--- src/pcgbg_pkg.sv ---
// Shared types and constants for the PCG-XSH-RR 64/32 bounded generator.
// Holds the controller/datapath command and status structs and the register map.
// No dependencies.
package pcgbg_pkg;

   // Configuration register map.
   localparam int unsigned CSR_INDEX_W = 8;
   localparam logic [CSR_INDEX_W-1:0] CSR_SEED   = 8'd0;
   localparam logic [CSR_INDEX_W-1:0] CSR_STREAM = 8'd1;

   // LCG multiplier 6364136223846793005, split into 32-bit halves.
   localparam logic [31:0] PCG_MULT_LO = 32'h4C95_7F2D;
   localparam logic [31:0] PCG_MULT_HI = 32'h5851_F42D;

   // Operand pair for the shared 32x32 multiplier.
   typedef enum logic [1:0] {
      MUL_LL,
      MUL_HL,
      MUL_LH
   } mul_sel_type;

   // Accumulator operation for the 64-bit product.
   typedef enum logic [1:0] {
      ACC_HOLD,
      ACC_LOAD,
      ACC_ADD_HI
   } acc_op_type;

   // Dividend source for the remainder unit.
   typedef enum logic {
      DIV_THR,
      DIV_DRAW
   } div_sel_type;

   // Source of the result word.
   typedef enum logic [1:0] {
      OUT_DRAW,
      OUT_REM,
      OUT_ZERO
   } out_sel_type;

   typedef struct packed {
      logic        cfg_wr_seed;
      logic        cfg_wr_stream;
      logic        seed_init;
      logic        seed_add;
      logic        bound_load;
      mul_sel_type mul_sel;
      acc_op_type  acc_op;
      logic        commit;
      logic        div_start;
      div_sel_type div_sel;
      logic        thr_load;
      logic        out_load;
      out_sel_type out_sel;
   } dp_cmd_type;

   typedef struct packed {
      logic limit_zero;
      logic draw_ge_thr;
      logic div_busy;
   } dp_status_type;

endpackage

--- src/pcgbg_rem.sv ---
// Iterative 32-bit remainder unit, restoring, two quotient bits per cycle.
// Depends on nothing; instantiated by pcgbg_datapath.
module pcgbg_rem (
   input  logic        clock,
   input  logic        reset,
   input  logic        start,
   input  logic [31:0] dividend,
   input  logic [31:0] divisor,
   output logic        busy,
   output logic [31:0] remainder
);

   localparam int unsigned BITS_PER_CYCLE = 2;
   localparam int unsigned STEPS          = 32 / BITS_PER_CYCLE;
   localparam int unsigned CNT_W          = $clog2(STEPS);

   logic [31:0]      rem_ff, rem_in;
   logic [31:0]      quo_ff, quo_in;
   logic [CNT_W-1:0] cnt_ff;
   logic             busy_ff;
   logic [32:0]      trial;

   // The partial remainder stays below the divisor, so 32 bits hold it.
   always_comb begin
      rem_in = rem_ff;
      quo_in = quo_ff;
      trial  = '0;
      for (int i = 0; i < BITS_PER_CYCLE; i++) begin
         trial  = {rem_in, quo_in[31]};
         quo_in = {quo_in[30:0], 1'b0};
         if (trial >= {1'b0, divisor}) begin
            trial = trial - {1'b0, divisor};
         end
         rem_in = trial[31:0];
      end
   end

   always_ff @(posedge clock) begin
      if (reset) begin
         busy_ff <= 1'b0;
         cnt_ff  <= '0;
      end else if (start) begin
         busy_ff <= 1'b1;
         cnt_ff  <= CNT_W'(STEPS - 1);
      end else if (busy_ff) begin
         busy_ff <= (cnt_ff != '0);
         cnt_ff  <= cnt_ff - 1'b1;
      end
   end

   always_ff @(posedge clock) begin
      if (start) begin
         rem_ff <= '0;
         quo_ff <= dividend;
      end else if (busy_ff) begin
         rem_ff <= rem_in;
         quo_ff <= quo_in;
      end
   end

   assign busy      = busy_ff;
   assign remainder = rem_ff;

endmodule

--- src/pcgbg_datapath.sv ---
// Datapath: configuration registers, LCG state, shared 32x32 multiplier,
// output permutation and result register. Uses pcgbg_pkg and pcgbg_rem.
module pcgbg_datapath (
   input  logic                     clock,
   input  logic                     reset,
   input  pcgbg_pkg::dp_cmd_type    cmd,
   output pcgbg_pkg::dp_status_type status,
   input  logic [63:0]              csr_wdata,
   input  logic [31:0]              req_limit,
   output logic [31:0]              rsp_value
);

   logic [63:0] seed_ff;
   logic [63:0] stream_ff;
   logic [63:0] state_ff;
   logic [63:0] inc_ff;
   logic [63:0] acc_ff;
   logic [63:0] prod_ff;
   logic [31:0] mul_a, mul_b;
   logic [31:0] bound_ff;
   logic [31:0] thr_ff;
   logic [31:0] draw_ff, draw_in;
   logic [31:0] value_ff;
   logic [31:0] div_dividend;
   logic        div_busy;
   logic [31:0] div_rem;
   logic [63:0] xsh;
   logic [63:0] rot_pair;

   // XSH-RR output function of the state before the step.
   always_comb begin
      xsh      = (state_ff >> 18) ^ state_ff;
      rot_pair = {xsh[58:27], xsh[58:27]} >> state_ff[63:59];
      draw_in  = rot_pair[31:0];
   end

   always_comb begin
      case (cmd.mul_sel)
         pcgbg_pkg::MUL_HL: begin
            mul_a = state_ff[63:32];
            mul_b = pcgbg_pkg::PCG_MULT_LO;
         end
         pcgbg_pkg::MUL_LH: begin
            mul_a = state_ff[31:0];
            mul_b = pcgbg_pkg::PCG_MULT_HI;
         end
         default: begin
            mul_a = state_ff[31:0];
            mul_b = pcgbg_pkg::PCG_MULT_LO;
         end
      endcase
   end

   always_ff @(posedge clock) begin
      if (reset) begin
         seed_ff   <= '0;
         stream_ff <= '0;
      end else begin
         if (cmd.cfg_wr_seed) begin
            seed_ff <= csr_wdata;
         end
         if (cmd.cfg_wr_stream) begin
            stream_ff <= csr_wdata;
         end
      end
   end

   always_ff @(posedge clock) begin
      prod_ff <= {32'd0, mul_a} * {32'd0, mul_b};
      case (cmd.acc_op)
         pcgbg_pkg::ACC_LOAD:   acc_ff <= prod_ff;
         pcgbg_pkg::ACC_ADD_HI: acc_ff[63:32] <= acc_ff[63:32] + prod_ff[31:0];
         default:               acc_ff <= acc_ff;
      endcase
      if (cmd.seed_init) begin
         state_ff <= '0;
         inc_ff   <= {stream_ff[62:0], 1'b1};
      end else if (cmd.seed_add) begin
         state_ff <= state_ff + seed_ff;
      end else if (cmd.commit) begin
         state_ff <= acc_ff + inc_ff;
      end
      if (cmd.commit) begin
         draw_ff <= draw_in;
      end
      if (cmd.bound_load) begin
         bound_ff <= req_limit;
      end
      if (cmd.thr_load) begin
         thr_ff <= div_rem;
      end
      if (cmd.out_load) begin
         case (cmd.out_sel)
            pcgbg_pkg::OUT_DRAW: value_ff <= draw_ff;
            pcgbg_pkg::OUT_REM:  value_ff <= div_rem;
            default:             value_ff <= '0;
         endcase
      end
   end

   assign div_dividend = (cmd.div_sel == pcgbg_pkg::DIV_DRAW) ? draw_ff : (32'd0 - bound_ff);

   pcgbg_rem u_rem (
      .clock     (clock),
      .reset     (reset),
      .start     (cmd.div_start),
      .dividend  (div_dividend),
      .divisor   (bound_ff),
      .busy      (div_busy),
      .remainder (div_rem)
   );

   assign status.limit_zero  = (req_limit == '0);
   assign status.draw_ge_thr = (draw_ff >= thr_ff);
   assign status.div_busy    = div_busy;
   assign rsp_value          = value_ff;

endmodule

--- src/pcgbg_controller.sv ---
// Controller state machine: seeding, LCG step sequence, rejection loop and
// result handshake. Uses pcgbg_pkg; drives the datapath through dp_cmd_type.
module pcgbg_controller (
   input  logic                                clock,
   input  logic                                reset,
   input  logic                                req_valid,
   input  logic                                req_mode,
   output logic                                req_stall,
   output logic                                rsp_valid,
   input  logic                                rsp_stall,
   input  logic                                csr_valid,
   input  logic [pcgbg_pkg::CSR_INDEX_W-1:0]   csr_index,
   output logic                                csr_ready,
   output pcgbg_pkg::dp_cmd_type               cmd,
   input  pcgbg_pkg::dp_status_type            status
);

   typedef enum logic [3:0] {
      ST_SEED_INIT,
      ST_M0,
      ST_M1,
      ST_M2,
      ST_M3,
      ST_UPD,
      ST_SEED_ADD,
      ST_IDLE,
      ST_THR_START,
      ST_THR_WAIT,
      ST_CHECK,
      ST_REM_WAIT,
      ST_OUT
   } state_type;

   // Where the LCG step sequence returns to.
   typedef enum logic [1:0] {
      RET_SEED1,
      RET_SEED2,
      RET_DRAW,
      RET_BND
   } ret_type;

   state_type               state_ff;
   ret_type                 ret_ff;
   pcgbg_pkg::out_sel_type  out_sel_ff;
   logic                    rsp_valid_ff;
   logic                    csr_known;
   logic                    out_free;

   assign csr_known = (csr_index == pcgbg_pkg::CSR_SEED) ||
                      (csr_index == pcgbg_pkg::CSR_STREAM);
   assign out_free  = !(rsp_valid_ff && rsp_stall);

   always_comb begin
      cmd         = '0;
      cmd.out_sel = out_sel_ff;
      unique case (state_ff)
         ST_IDLE: begin
            if (csr_valid) begin
               cmd.cfg_wr_seed   = (csr_index == pcgbg_pkg::CSR_SEED);
               cmd.cfg_wr_stream = (csr_index == pcgbg_pkg::CSR_STREAM);
            end else if (req_valid) begin
               cmd.bound_load = 1'b1;
            end
         end
         ST_SEED_INIT: cmd.seed_init = 1'b1;
         ST_M0:        cmd.mul_sel = pcgbg_pkg::MUL_LL;
         ST_M1: begin
            cmd.mul_sel = pcgbg_pkg::MUL_HL;
            cmd.acc_op  = pcgbg_pkg::ACC_LOAD;
         end
         ST_M2: begin
            cmd.mul_sel = pcgbg_pkg::MUL_LH;
            cmd.acc_op  = pcgbg_pkg::ACC_ADD_HI;
         end
         ST_M3:        cmd.acc_op = pcgbg_pkg::ACC_ADD_HI;
         ST_UPD:       cmd.commit = 1'b1;
         ST_SEED_ADD:  cmd.seed_add = 1'b1;
         ST_THR_START: begin
            cmd.div_start = 1'b1;
            cmd.div_sel   = pcgbg_pkg::DIV_THR;
         end
         ST_THR_WAIT:  cmd.thr_load = !status.div_busy;
         ST_CHECK: begin
            cmd.div_start = status.draw_ge_thr;
            cmd.div_sel   = pcgbg_pkg::DIV_DRAW;
         end
         ST_REM_WAIT:  cmd.out_load = 1'b0;
         ST_OUT:       cmd.out_load = out_free;
         default:      cmd.out_load = 1'b0;
      endcase
   end

   always_ff @(posedge clock) begin
      if (reset) begin
         state_ff     <= ST_SEED_INIT;
         ret_ff       <= RET_SEED1;
         out_sel_ff   <= pcgbg_pkg::OUT_ZERO;
         rsp_valid_ff <= 1'b0;
      end else begin
         if (cmd.out_load) begin
            rsp_valid_ff <= 1'b1;
         end else if (rsp_valid_ff && !rsp_stall) begin
            rsp_valid_ff <= 1'b0;
         end
         unique case (state_ff)
            ST_IDLE: begin
               if (csr_valid) begin
                  if (csr_known) begin
                     state_ff <= ST_SEED_INIT;
                  end
               end else if (req_valid) begin
                  if (!req_mode) begin
                     ret_ff   <= RET_DRAW;
                     state_ff <= ST_M0;
                  end else if (status.limit_zero) begin
                     out_sel_ff <= pcgbg_pkg::OUT_ZERO;
                     state_ff   <= ST_OUT;
                  end else begin
                     state_ff <= ST_THR_START;
                  end
               end
            end
            ST_SEED_INIT: begin
               ret_ff   <= RET_SEED1;
               state_ff <= ST_M0;
            end
            ST_M0: state_ff <= ST_M1;
            ST_M1: state_ff <= ST_M2;
            ST_M2: state_ff <= ST_M3;
            ST_M3: state_ff <= ST_UPD;
            ST_UPD: begin
               unique case (ret_ff)
                  RET_SEED1: state_ff <= ST_SEED_ADD;
                  RET_SEED2: state_ff <= ST_IDLE;
                  RET_DRAW: begin
                     out_sel_ff <= pcgbg_pkg::OUT_DRAW;
                     state_ff   <= ST_OUT;
                  end
                  default: state_ff <= ST_CHECK;
               endcase
            end
            ST_SEED_ADD: begin
               ret_ff   <= RET_SEED2;
               state_ff <= ST_M0;
            end
            ST_THR_START: state_ff <= ST_THR_WAIT;
            ST_THR_WAIT: begin
               if (!status.div_busy) begin
                  ret_ff   <= RET_BND;
                  state_ff <= ST_M0;
               end
            end
            ST_CHECK: begin
               if (status.draw_ge_thr) begin
                  state_ff <= ST_REM_WAIT;
               end else begin
                  state_ff <= ST_M0;
               end
            end
            ST_REM_WAIT: begin
               if (!status.div_busy) begin
                  out_sel_ff <= pcgbg_pkg::OUT_REM;
                  state_ff   <= ST_OUT;
               end
            end
            ST_OUT: begin
               if (out_free) begin
                  state_ff <= ST_IDLE;
               end
            end
            default: state_ff <= ST_IDLE;
         endcase
      end
   end

   assign req_stall = (state_ff != ST_IDLE) || csr_valid;
   assign csr_ready = (state_ff == ST_IDLE);
   assign rsp_valid = rsp_valid_ff;

endmodule

--- src/pcg32_bounded_generator_top.sv ---
// PCG-XSH-RR 64/32 generator with threshold-rejection bounded draws.
// A raw draw takes one LCG step and a zero bound takes none. A bounded draw runs
// the remainder unit twice, with one more LCG step per rejected draw. The LCG
// step runs on one shared 32x32 multiplier.
// One request is in flight at a time; the result register frees the input side.
// Reset and each write to a listed register reseed, busy until done, then ready.
module pcg32_bounded_generator_top (
   input  logic                              clock,
   input  logic                              reset,

   // Request channel.
   input  logic                              req_valid,
   output logic                              req_stall,
   input  logic                              req_mode,
   input  logic [31:0]                       req_limit,

   // Result channel.
   output logic                              rsp_valid,
   input  logic                              rsp_stall,
   output logic [31:0]                       rsp_value,

   // Configuration write channel.
   input  logic                              csr_valid,
   output logic                              csr_ready,
   input  logic [pcgbg_pkg::CSR_INDEX_W-1:0] csr_index,
   input  logic [63:0]                       csr_wdata
);

   // The controller sequences every multi-cycle operation; the datapath only
   // follows the command word and reports the few conditions that steer it.
   pcgbg_pkg::dp_cmd_type    cmd;
   pcgbg_pkg::dp_status_type status;

   // A bounded draw first computes the rejection threshold (2^32 - bound) mod
   // bound, then steps the LCG until a word at or above the threshold comes
   // out, and finally reduces that word modulo the bound. Each LCG step forms
   // the low 64 bits of state times the multiplier from three 32x32 partial
   // products, then adds the increment.
   pcgbg_controller u_ctrl (
      .clock     (clock),
      .reset     (reset),
      .req_valid (req_valid),
      .req_mode  (req_mode),
      .req_stall (req_stall),
      .rsp_valid (rsp_valid),
      .rsp_stall (rsp_stall),
      .csr_valid (csr_valid),
      .csr_index (csr_index),
      .csr_ready (csr_ready),
      .cmd       (cmd),
      .status    (status)
   );

   pcgbg_datapath u_dp (
      .clock     (clock),
      .reset     (reset),
      .cmd       (cmd),
      .status    (status),
      .csr_wdata (csr_wdata),
      .req_limit (req_limit),
      .rsp_value (rsp_value)
   );

   // An accepted request always leaves the idle state, so the next word waits.
   assert property (@(posedge clock) disable iff (reset)
      (req_valid && !req_stall) |=> req_stall)
      else $error("request accepted while block still idle");

   // A write to a listed register starts a reseed, which blocks requests.
   assert property (@(posedge clock) disable iff (reset)
      (csr_valid && csr_ready &&
       (csr_index == pcgbg_pkg::CSR_SEED || csr_index == pcgbg_pkg::CSR_STREAM))
      |=> (req_stall && !csr_ready))
      else $error("configuration write did not start reseeding");

   // Requests are only taken when configuration writes could be taken too.
   assert property (@(posedge clock) disable iff (reset)
      !csr_ready |-> req_stall)
      else $error("request side open while block busy");

   // Coming out of reset the block is busy seeding.
   assert property (@(posedge clock)
      $fell(reset) |-> (req_stall && !csr_ready))
      else $error("block ready before reset seeding finished");

endmodule

--- config.mk ---
export PLATFORM = sky130hd
export DESIGN_NAME = pcg32_bounded_generator_top
export DESIGN_NICKNAME = d
export VERILOG_FILES = /design/src/pcgbg_pkg.sv /design/src/pcgbg_rem.sv /design/src/pcgbg_datapath.sv /design/src/pcgbg_controller.sv /design/src/pcg32_bounded_generator_top.sv
export SDC_FILE = /design/constraint.sdc
export NUM_CORES = 2
export LEC_CHECK = 0
export ABC_AREA = 1
export BUFFER_PORTS_ARGS = -buffer_cell sky130_fd_sc_hd__buf_2
export CAP_MARGIN = 20
export CORE_ASPECT_RATIO = 0.5
export CORE_MARGIN = 2
export CORE_UTILIZATION = 25
export CTS_CLUSTER_DIAMETER = 60
export CTS_CLUSTER_SIZE = 40
export DETAILED_ROUTE_END_ITERATION = 7
export PLACE_DENSITY = 0.48
export SYNTH_ARGS = -nofsm -noshare
export SYNTH_HDL_FRONTEND = slang
export SYNTH_SLANG_ARGS = --single-unit
--- constraint.sdc ---
create_clock -name clock -period 8.25 [get_ports clock]
set_input_delay 1.65 -clock clock [delete_from_list [all_inputs] [get_ports clock]]
set_output_delay 1.65 -clock clock [all_outputs]
set_load 0.05 [all_outputs]
==> qor.yml <==
run_status:
  status: "complete, no violations"
global_routing:
  grt_max_degree: 87
  grt_pass1_wl_mm: 403
  grt_pass1_vias: 57200
  track_usage_pct: 21.1
  global_route.overflow_total: 0
  antenna_found_initial: 11
finish:
  multi_input_area_sq_mm: 0.0425
  layout-drive-gt1-share_pct: 7.99
  synthToLayoutAreaGrowth_pct: 13.9
  fillers: 27700
  stdcell_area_sq_mm: 0.0726
  final_nets: 10100
  final_cell_mix: "nand2_1 (1607), inv_1 (1581), nor2_1 (891)"
  layout_commonest_cell: "nand2_1"
  regArea_sq_mm: 0.0146
die:
  die_w_microns: 718
  core_area_sq_mm: 0.252
  die_area_sq_mm: 0.259
  die_h_microns: 361
  rows: 130
  start_util_pct: 25.3
  ioPinCount: 145
setup_path:
  cp.buffers_inverters: 13
  rr_worst_depth: 33
  crit_start: "u_ctrl.state_ff[1]$_SDFFE_PP0P_"
  r2r-start: "u_ctrl.state_ff[1]$_SDFFE_PP0P_"
  crit_slowest_cell: "fa_1"
  cp-end-kind: "register"
  arrival_ns: 8.52
  critPathTopFamily: "adder cells"
  ff2ff_setup_slack_ns: 0.34
  cp_common_cell: "fa_1"
  cp.required_ns: 8.85
  cp-start-kind: "register"
  crit_type: "reg2reg"
  r2r-end: "u_dp.prod_ff[54]$_DFF_P_"
  cpPeakStageDelay_ns: 0.59
  cp_max_fo: 15
yosys:
  syn_area_sq_mm: 0.0637
  synthMuxAreaShare_pct: 0.361
  synth_simple_gate_area_share_pct: 21.3
  synth_cell_types: 62
  synth_edf_count: 287
  syn_inst: 8458
  synth-main-ff-cell: "dfxtp_1"
  yosysWarnings: 0
  synth_top_family_by_area: "adder cells"
  synth_fa_ha_area_share_pct: 30.1
  async_flop_share_pct: 0
  synth_xor_area_share_pct: 2.54
  yosysSeqAreaShare_pct: 23.0
  synth_compound_area_share_pct: 11.9
  synth.ff_latch_count: 587
  synth.avg_cell_area_sq_um: 7.53
sta:
  post-route-min-period_ns: 7.91
  finalHoldViolations: 0
  timing.fmax_ghz: 0.126
  drv_slew: 0
  clock_skew_ns: 0.0538
  finalCritPeriodShare_pct: 95.9
  whs_ns: 0.406
  relSlewSlack_pct: 13.6
  finalSetupViolations: 0
  worst_pin_slew_ns: 1.28
cts:
  insertion_delay_ns: 0.71
  cts_tree: "done"
  cts_buffer_depth: 3
  cts_root_buffer: "clkbuf_16"
  cts.sinks: 587
  path_clk_slew_ns: 0.09
  cts-buffers-inserted: 49
  htree_levels: 2
detailed_routing:
  drc_errors: 0
  vias_per_cell: 4.87
  wl_mm: 281
  vias: 59500
  drt-wirelength-per-cell_microns: 23.0
  drt_iter0_markers: 5965
  dr.pass1.iters: 8
  ant_nets: 0
flow_run:
  drv_cap: 0
worst_hold_path:
  hp-start: "u_dp.stream_ff[0]$_SDFFE_PP0P_"
  min_path_cells: 0
  holdCritPathClass: "reg2reg"
  min_to: "u_dp.inc_ff[1]$_DFFE_PP_"
placement:
  gp_congestion: 1.03
  placed_cell_area_sq_mm: 0.0703
  dpl.hpwl_mm: 242
  numPortBuffers: 144
-- cell type report --
cell class                 instances  share of cell area [%]
tap                             3366                    5.80
multi-input combinational       6082                    58.6
timing repair buffer             455                    4.37
antenna                            4                  0.0138
clock buffer                      51                    1.71
clock inverter                    41                   0.890
sequential                       587                    20.2
inverter                        1630                    8.45
-- cell families (layout without fill, tap and decap cells) --
group,count (synthesis),count (layout)
other,2,35
adders and majority gates,1210,1210
muxes,23,23
xor gates and xnor gates,185,185
DFF,587,587
buffers and inverters,1818,2177
AOI/OAI and AO/OA,1391,1391
and+or+nand+nor,3242,3242
-- how the worst max path moves through the flow --
| stage | depth (start not counted) | slack [ns] | end |
|---|---|---|---|
| final | 33 | 0.34 | u_dp.prod_ff[54]$_DFF_P_ |
| after global routing | 36 | -0.0006 | u_dp.prod_ff[36]$_DFF_P_ |
| after CTS | 29 | 0.02 | u_dp.prod_ff[46]$_DFF_P_ |
| after detailed placement | 30 | -0.25 | u_dp.prod_ff[58]$_DFF_P_ |
| after global placement | 30 | -0.29 | u_dp.prod_ff[54]$_DFF_P_ |
| after floorplan | 30 | 0.13 | u_dp.prod_ff[46]$_DFF_P_ |
-- metrics by stage --
stage / setup TNS [ns] / cells / util, % / worst slack, ns
2_1_floorplan: 0 / 8487 / - / 0.129
3_3_place_gp: -1.90 / 12100 / 27.9 / -0.285
3_5_place_dp: -2.45 / 12100 / 27.9 / -0.251
4_1_cts: 0 / 12200 / 28.6 / 0.0188
5_1_grt: -0.000629 / 12200 / 28.8 / -0.000629
6_report: 0 / 12200 / 28.8 / 0.336
-- what timing repair did --
action	4_1_cts	5_1_grt
resized for setup	1	51
setup endpoints to repair	16	31
hold buffers	0	0
buffers inserted	0	9
-- metal layers --
metal | vias up | share of wire (%) | track usage (%)
met4 | 6 | 3.8 | 6.59
met3 | 345 | 6.5 | 2.28
li1 | 27900 | - | -
met1 | 29100 | 48 | 31.3
met2 | 2121 | 42 | 31.9
met5 | - | 0.014 | 0
-- sequential cells by signal (all words and copies together), names as in the netlist, 63 cells and up --
| register | count |
|---|---|
| u_dp.state_ff | 64 |
| u_dp.stream_ff | 63 |
| u_dp.prod_ff | 63 |
| u_dp.seed_ff | 64 |
| u_dp.acc_ff | 64 |
| u_dp.inc_ff | 63 |
-- cells in the mapped netlist, types with 11 or more instances --
| library cell | instances | share of area, % |
|---|---|---|
| nand2_1 | 1608 | 9.5 |
| inv_1 | 1590 | 9.4 |
| nor2_1 | 908 | 5.3 |
| ha_1 | 670 | 13 |
| o21ai_0 | 643 | 5.1 |
| fa_1 | 540 | 17 |
| a21oi_1 | 472 | 3.7 |
| nand3_1 | 368 | 2.9 |
| dfxtp_1 | 300 | 9.4 |
| edfxtp_1 | 287 | 14 |
| clkbuf_1 | 122 | 0.72 |
| nand4_1 | 122 | 1.2 |
| xor2_1 | 110 | 1.5 |
| xnor2_1 | 75 | 1.0 |
| a31oi_1 | 71 | 0.70 |
| nor4_1 | 67 | 0.66 |
| nor3_1 | 65 | 0.51 |
| buf_2 | 43 | 0.34 |
| inv_2 | 37 | 0.22 |
| a21o_1 | 35 | 0.41 |
| o21bai_1 | 31 | 0.37 |
| a211oi_1 | 28 | 0.33 |
| o21ai_1 | 27 | 0.21 |
| nor2_2 | 25 | 0.25 |
| or2_2 | 25 | 0.25 |
| nand3b_1 | 24 | 0.28 |
| mux2i_1 | 23 | 0.36 |
| a21boi_0 | 15 | 0.18 |
| o211ai_1 | 15 | 0.18 |
| o21a_1 | 15 | 0.18 |
| buf_1 | 13 | 0.077 |
| and3_1 | 12 | 0.12 |
| o21ai_2 | 11 | 0.15 |
Power is left out: the tool's default activity adds up to more than one toggle a clock period on the data nets, which glitch-free logic cannot reach.
